**config.mk**
```make
export PLATFORM = sky130hd
export DESIGN_NAME = tcd_controller
export DESIGN_NICKNAME = d
export VERILOG_FILES = /design/src/rtl/core/tcd_pkg.sv /design/src/rtl/core/tcd_controller.sv
export SDC_FILE = /design/constraint.sdc
export NUM_CORES = 1
export LEC_CHECK = 0
export ABC_AREA = 1
export BUFFER_PORTS_ARGS = -buffer_cell sky130_fd_sc_hd__buf_2
export CELL_PAD_IN_SITES_DETAIL_PLACEMENT = 0
export CELL_PAD_IN_SITES_GLOBAL_PLACEMENT = 1
export CORE_UTILIZATION = 28
export DETAILED_ROUTE_END_ITERATION = 6
export PLACE_DENSITY_LB_ADDON = 0.2
export SLEW_MARGIN = 20
export SYNTH_ARGS = -nofsm -noshare
export SYNTH_HDL_FRONTEND = slang
export SYNTH_SLANG_ARGS = --single-unit
```
**constraint.sdc**
```tcl
create_clock -name clock -period 2.3 [get_ports clock]
set_input_delay 0.345 -clock clock [delete_from_list [all_inputs] [get_ports clock]]
set_output_delay 0.345 -clock clock [all_outputs]
set_load 0.005 [all_outputs]
```
**src/rtl/core/tcd_pkg.sv**
```systemverilog
// ----------------------------------------------------------------------------
// tcd_pkg
// Shared types and constants for the transpose cache directory.
// ----------------------------------------------------------------------------
package tcd_pkg;

   localparam int KEY_W    = 27;
   localparam int PAY_W    = 32;
   localparam int ENTRY_W  = KEY_W + PAY_W;
   localparam int CAP_W    = 10;
   localparam int CNT_W    = 32;

   localparam logic [CAP_W-1:0] CAPACITY_RESET = 10'd500;

   // request command codes
   localparam logic [1:0] CMD_LOOKUP     = 2'd0;
   localparam logic [1:0] CMD_INVALIDATE = 2'd1;
   localparam logic [1:0] CMD_CLEAR      = 2'd2;

   typedef enum logic [3:0] {
      ST_IDLE,
      ST_DECODE,
      ST_SCAN_RD,
      ST_SCAN_CMP,
      ST_SWAP_RD,
      ST_SWAP_WR_LO,
      ST_SWAP_WR_HI,
      ST_DEL_RD,
      ST_DEL_WR,
      ST_MISS_PREP,
      ST_SHIFT_RD,
      ST_SHIFT_WR,
      ST_INSERT,
      ST_DONE
   } tcd_state_type;

   typedef enum logic [1:0] {
      ADDR_IDX,
      ADDR_PREV,
      ADDR_NEXT
   } addr_sel_type;

   typedef enum logic [1:0] {
      WDATA_RDATA,
      WDATA_HOLD,
      WDATA_NEW
   } wdata_sel_type;

   // controller to datapath
   typedef struct packed {
      logic          load;
      logic          rd_en;
      addr_sel_type  rd_sel;
      logic          wr_en;
      addr_sel_type  wr_sel;
      wdata_sel_type wdata_sel;
      logic          idx_inc;
      logic          idx_dec;
      logic          capture_hit;
      logic          miss_prep;
      logic          occ_dec;
      logic          insert;
   } dp_cmd_type;

   // datapath to controller
   typedef struct packed {
      logic [1:0] command;
      logic       scan_end;
      logic       del_end;
      logic       idx_zero;
      logic       match;
   } dp_status_type;

endpackage

```
**src/rtl/core/tcd_controller.sv**
```systemverilog
// ----------------------------------------------------------------------------
// tcd_controller
// Sequencer for scan, transpose, delete-shift and insert-shift.
// ----------------------------------------------------------------------------
module tcd_controller (
   input  logic                   clock,
   input  logic                   reset,
   input  logic                   start,
   input  tcd_pkg::dp_status_type status,
   output tcd_pkg::dp_cmd_type    cmd,
   output logic                   busy,
   output logic                   rsp_strobe
);
   import tcd_pkg::*;

   tcd_state_type state_ff, state_in;

   // state register
   always_ff @(posedge clock) begin
      if (reset) begin
         state_ff <= ST_IDLE;
      end else begin
         state_ff <= state_in;
      end
   end

   // next state and datapath commands
   always_comb begin
      state_in = state_ff;
      cmd      = '0;
      unique case (state_ff)
         ST_IDLE: begin
            if (start) begin
               cmd.load = 1'b1;
               state_in = ST_DECODE;
            end
         end
         ST_DECODE: begin
            if (status.command == CMD_LOOKUP || status.command == CMD_INVALIDATE) begin
               state_in = ST_SCAN_RD;
            end else begin
               state_in = ST_DONE;
            end
         end
         ST_SCAN_RD: begin
            if (status.scan_end) begin
               state_in = (status.command == CMD_LOOKUP) ? ST_MISS_PREP : ST_DONE;
            end else begin
               cmd.rd_en  = 1'b1;
               cmd.rd_sel = ADDR_IDX;
               state_in   = ST_SCAN_CMP;
            end
         end
         ST_SCAN_CMP: begin
            if (status.match) begin
               cmd.capture_hit = 1'b1;
               if (status.command != CMD_LOOKUP) begin
                  state_in = ST_DEL_RD;
               end else if (status.idx_zero) begin
                  state_in = ST_DONE;
               end else begin
                  state_in = ST_SWAP_RD;
               end
            end else begin
               cmd.idx_inc = 1'b1;
               state_in    = ST_SCAN_RD;
            end
         end
         ST_SWAP_RD: begin
            cmd.rd_en  = 1'b1;
            cmd.rd_sel = ADDR_PREV;
            state_in   = ST_SWAP_WR_LO;
         end
         ST_SWAP_WR_LO: begin
            cmd.wr_en     = 1'b1;
            cmd.wr_sel    = ADDR_IDX;
            cmd.wdata_sel = WDATA_RDATA;
            state_in      = ST_SWAP_WR_HI;
         end
         ST_SWAP_WR_HI: begin
            cmd.wr_en     = 1'b1;
            cmd.wr_sel    = ADDR_PREV;
            cmd.wdata_sel = WDATA_HOLD;
            state_in      = ST_DONE;
         end
         ST_DEL_RD: begin
            if (status.del_end) begin
               cmd.occ_dec = 1'b1;
               state_in    = ST_DONE;
            end else begin
               cmd.rd_en  = 1'b1;
               cmd.rd_sel = ADDR_NEXT;
               state_in   = ST_DEL_WR;
            end
         end
         ST_DEL_WR: begin
            cmd.wr_en     = 1'b1;
            cmd.wr_sel    = ADDR_IDX;
            cmd.wdata_sel = WDATA_RDATA;
            cmd.idx_inc   = 1'b1;
            state_in      = ST_DEL_RD;
         end
         ST_MISS_PREP: begin
            cmd.miss_prep = 1'b1;
            state_in      = ST_SHIFT_RD;
         end
         ST_SHIFT_RD: begin
            if (status.idx_zero) begin
               state_in = ST_INSERT;
            end else begin
               cmd.rd_en  = 1'b1;
               cmd.rd_sel = ADDR_PREV;
               state_in   = ST_SHIFT_WR;
            end
         end
         ST_SHIFT_WR: begin
            cmd.wr_en     = 1'b1;
            cmd.wr_sel    = ADDR_IDX;
            cmd.wdata_sel = WDATA_RDATA;
            cmd.idx_dec   = 1'b1;
            state_in      = ST_SHIFT_RD;
         end
         ST_INSERT: begin
            cmd.wr_en     = 1'b1;
            cmd.wr_sel    = ADDR_IDX;
            cmd.wdata_sel = WDATA_NEW;
            cmd.insert    = 1'b1;
            state_in      = ST_DONE;
         end
         ST_DONE: begin
            state_in = ST_IDLE;
         end
         default: begin
            state_in = ST_IDLE;
         end
      endcase
   end

   assign busy       = state_ff != ST_IDLE;
   assign rsp_strobe = state_ff == ST_DONE;

endmodule
```
; Word-level counts from Yosys, hierarchy flattened
; Index checks and enable logic that the tools add are counted.
[word_totals]
register_bits = 4
input_bits = 9
word_cells = 50
[op_classes]
n_eq_ne = 15
muxes = 26
reduce_logical = 8
[op_table]
columns = cell, n
row1 = 4-bit case mux with 11 select lines, 1
row2 = 4-bit == test (second input constant), 6
row3 = 4-bit 2-to-1 mux, 6
row4 = 3-bit 2-to-1 mux, 6
row5 = 4-bit by 3-bit == test with 1-bit output (second input constant), 4
row6 = 5-bit case mux with 3 select lines, 1
row7 = 3-bit case mux with 4 select lines, 1
row8 = 1-bit 2-to-1 mux, 10
row9 = 4-bit by 2-bit == test with 1-bit output (second input constant), 2
row10 = 4-bit by 1-bit == test with 1-bit output (second input constant), 1
row11 = 4-bit zero test, 1
row12 = 4-bit nonzero test, 1
row13 = 2-bit OR reduction, 2
row14 = 3-bit OR reduction, 1
row15 = 2-bit by 1-bit == test with 1-bit output (second input constant), 1
row16 = 2-bit zero test, 1
row17 = 2-bit != test (second input constant), 1
row18 = 1-bit case mux with 2 select lines, 1
row19 = 2-bit nonzero test, 1
row20 = 1-bit logical OR, 1

; Logic depth before layout (Yosys ltp)
[logic_depth]
word_depth = 4
depth_mapped = 8
depth_no_buf = 8

; Worst setup path after synthesis
; No wires, ideal clock.
[synth_path]
path_kind = register to output
startpoint = register state_ff[1]
endpoint = output port cmd[13] (netlist bit)
arrival_time_ps = 827
required_ps = 1955
setup_slack_ps = 1128
path_stages_with_launch = 6
path_buffers = 0
path_cell_list = dfxtp_1 -> inv_1 -> nand2_1 -> nor2_1 -> inv_1 -> o2111ai_1
[synth_lines]
columns = element, line_no
row1 = start: declaration, tcd_controller.sv:16  ; tcd_state_type state_ff, state_in;
row2 = start signal: assignment, tcd_controller.sv:23  ; state_ff <= state_in;
row3 = end: declaration, tcd_controller.sv:10  ; output tcd_pkg::dp_cmd_type cmd,

==> summary.md <==
| Metric | Value |
|---|---|
| Drt total wl | `1440 µm` |
| CP dominant cell by count | `nand2_1` |
| CP endpoint kind | `output port` |
| RSZ-0062 raised after global routing | `false` |
| Mapped Nets | `113` |
| Vias in the first global route | `612` |
| All-Layer GR Usage | `0.166` |
| CTS tree | `built` |
| Worst r2r src | `state_ff[1]$_SDFFE_PP0P_` |
| Ys Warns | `0` |
| Port Buffers | `24` |
| GRT overflow | `0` |
| GP Congestion | `0.852` |
| Crit path DAT | `1.39 ns` |
| Pin count of the biggest net entering global routing | `8` |
| Tmin final | `1.73 ns` |
| DR vias | `691` |
| Clk pwr share | `0.127` |
| Placed cell area | `644 µm²` |
| Sw frac | `0.528` |
| Largest registers | `state_ff x4` |
| Post-CTS Setup Bufs | `0` |
| Startpoint types | `register` |
| Most frequent cells in the layout | `nor2_1 (28), nand2_1 (27), buf_2 (24)` |
| R2R Setup Slk | `0.97 ns` |
| Area growth syn-to-layout | `31.3%` |
| Leak | `0.406 nW` |
| Post-synth top area cell | `nor2_1` |
| Top reg by flops | `state_ff` |
| Post-synth EDFFs | `0` |
| Post-synth top area share | `0.207` |
| Period utilization | `0.754` |
| Starting density of the core | `0.297` |
| Pint | `0.000319 W` |
| Worst skew pair latency | `0.23 ns` |
| Max-cap viol count | `0` |
| Proportion of layout cells with a drive suffix above 1 | `0.264` |
| Sequential area share after synthesis | `0.158` |
| # H-tree levels | `1` |
| Max clock buf depth | `2` |
| Comb pwr share | `0.667` |
| Count of different cell masters after synthesis | `16` |
| Nets | `140` |
| Diode count | `0` |
| CTS buffer count | `3` |
| Fmax | `0.577 GHz` |
| Hold path cells | `2` |
| Top Ports | `26` |
| Clock root cell | `clkbuf_4` |
| Max reg flops | `4` |
| Hold EP | `state_ff[1]$_SDFFE_PP0P_` |
| Reg2reg path depth | `7` |
| Async SR Flop Fraction | `0` |
| DR WL/cell | `9.38 µm` |
| Die footprint | `1990 µm²` |
| Routed Antenna Nets | `0` |
| Final setup violation count | `0` |
| Synth top area cells | `nor2_1 (21%), nand2_1 (20%), dfxtp_1 (16%)` |
| DRT Pass-1 Iters | `4` |
| Dpl hpwl | `1250 µm` |
| Post-route setup TNS | `0 ns` |
| Critical path class | `reg2out` |
| Max incr delay on CP | `0.44 ns` |
| Post-Syn Area | `508 µm²` |
| Die Height | `44.6 µm` |
| Sum of buffers and inverters on the critical path | `1` |
| Worst Path Required | `1.96 ns` |
| Run status | `completed` |
| Min-delay src | `reset` |
| PD cells | `1010 nW/µm²` |
| Die width | `44.6 µm` |
| Sw Pwr | `0.000357 W` |
| Finished Cell Area | `667 µm²` |
| Final Max Slew Viols | `0` |
| Clock-pin slew on the worst setup and hold paths | `0.04 ns` |
| Synth Area per Inst | `4.88 µm²` |
| Seq pwr share | `0.206` |
| Starting DRT DRC Count | `23` |
| Flops & latches, synth | `4` |
| Clk_skew | `0.00167 ns` |
| Row cnt | `15` |
| Ys flop type | `dfxtp_1` |
| Hold buffers post-CTS | `0` |
| Antenna violations before repair | `0` |
| Peak supply drop | `0.356 mV` |
| First-pass GRT wire length | `2510 µm` |
| Crit-path leading delay family | `simple AND/OR/NAND/NOR gates` |
| Final Hold Vio Count | `0` |
| Crit path cell chain | `nand2_1, nor2_2, nand2_1, o2111ai_1, buf_2` |
| Worst R2R End | `state_ff[3]$_SDFFE_PP0P_` |
| DR vias/cell | `4.49` |
| Cell count after synthesis | `104` |
| DRC Markers | `0` |
| Clock Sink Count | `4` |
| Commonest non-fill, non-tap cell in the layout | `nor2_1` |
| Crit-path max FO | `6` |
| Core box area | `1710 µm²` |
| Post-CTS resize count | `0` |
| CP max-delay cell | `dfxtp_1` |
| Min-delay worst type | `in2reg` |
==> area by class of cell <==
cell class	count	area (µm²)
clock buffer	3	22.5
fill	221	1040
inverter	17	63.8
multi-input combinational	81	349
sequential	4	80.1
tap	25	31.3
timing repair buffer	24	120
==> stage by stage <==
stage	utilization	hold slack, ns	power, W	setup slack, ns	std cells
after global placement	0.377	0.560	0.000598	0.781	151
after floorplan	-	0.414	0.000437	1.13	104
after CTS	0.390	0.313	0.000676	0.585	154
final	0.390	0.318	0.000675	0.567	154
after detailed placement	0.377	0.553	0.000588	0.838	151
after global routing	0.390	0.334	0.000754	0.489	154
==> per-layer routing <==
metal	GRT usage	vias to the layer above	share of wire
met3	0.0327	2	0.046
met2	0.259	23	0.46
met5	0	-	0
met4	0.0545	0	0.015
li1	-	368	-
met1	0.226	298	0.48
==> worst max path at each step <==
| stage | startpoint | endpoint | slack (ns) | cells past startpoint |
|---|---|---|---|---|
| after global routing | state_ff[1]$_SDFFE_PP0P_ | cmd[13] | 0.49 | 5 |
| after floorplan | state_ff[1]$_SDFFE_PP0P_ | cmd[13] | 1.13 | 5 |
| after global placement | state_ff[1]$_SDFFE_PP0P_ | cmd[10] | 0.78 | 6 |
| after detailed placement | state_ff[1]$_SDFFE_PP0P_ | cmd[13] | 0.84 | 5 |
| final | state_ff[1]$_SDFFE_PP0P_ | cmd[13] | 0.57 | 5 |
| after CTS | state_ff[1]$_SDFFE_PP0P_ | cmd[13] | 0.58 | 5 |
==> synthesized netlist by cell type, types with 2 or more instances <==
master and n:
o21ai_0 5, nor3_1 2, dfxtp_1 4, inv_2 2, nand2_1 27, inv_1 15
buf_4 2, a21oi_1 5, nor2_1 28, nor2_2 3, nand2_2 2, nand3_1 5
==> cells by family (layout without fill, tap and decap cells) <==
| family | count (synthesis) | after routing | synth area share |
|---|---|---|---|
| AO/OA/AOI/OAI | 13 | 13 | 0.143 |
| buffers and inverters | 19 | 44 | 0.155 |
| flip-flops | 4 | 4 | 0.158 |
| other | 1 | 1 | 0.00738 |
| AND/OR/NAND/NOR | 67 | 67 | 0.537 |
==> power groups by stage <==
stage	logic (W)	registers [W]	clock network, W
after floorplan	0.000307	0.000130	0
after global placement	0.000459	0.000140	0
after detailed placement	0.000449	0.000139	0
after CTS	0.000451	0.000138	0.0000872
after global routing	0.000514	0.000145	0.0000949
final	0.000450	0.000139	0.0000857
Power figures use the tool's default switching activity.
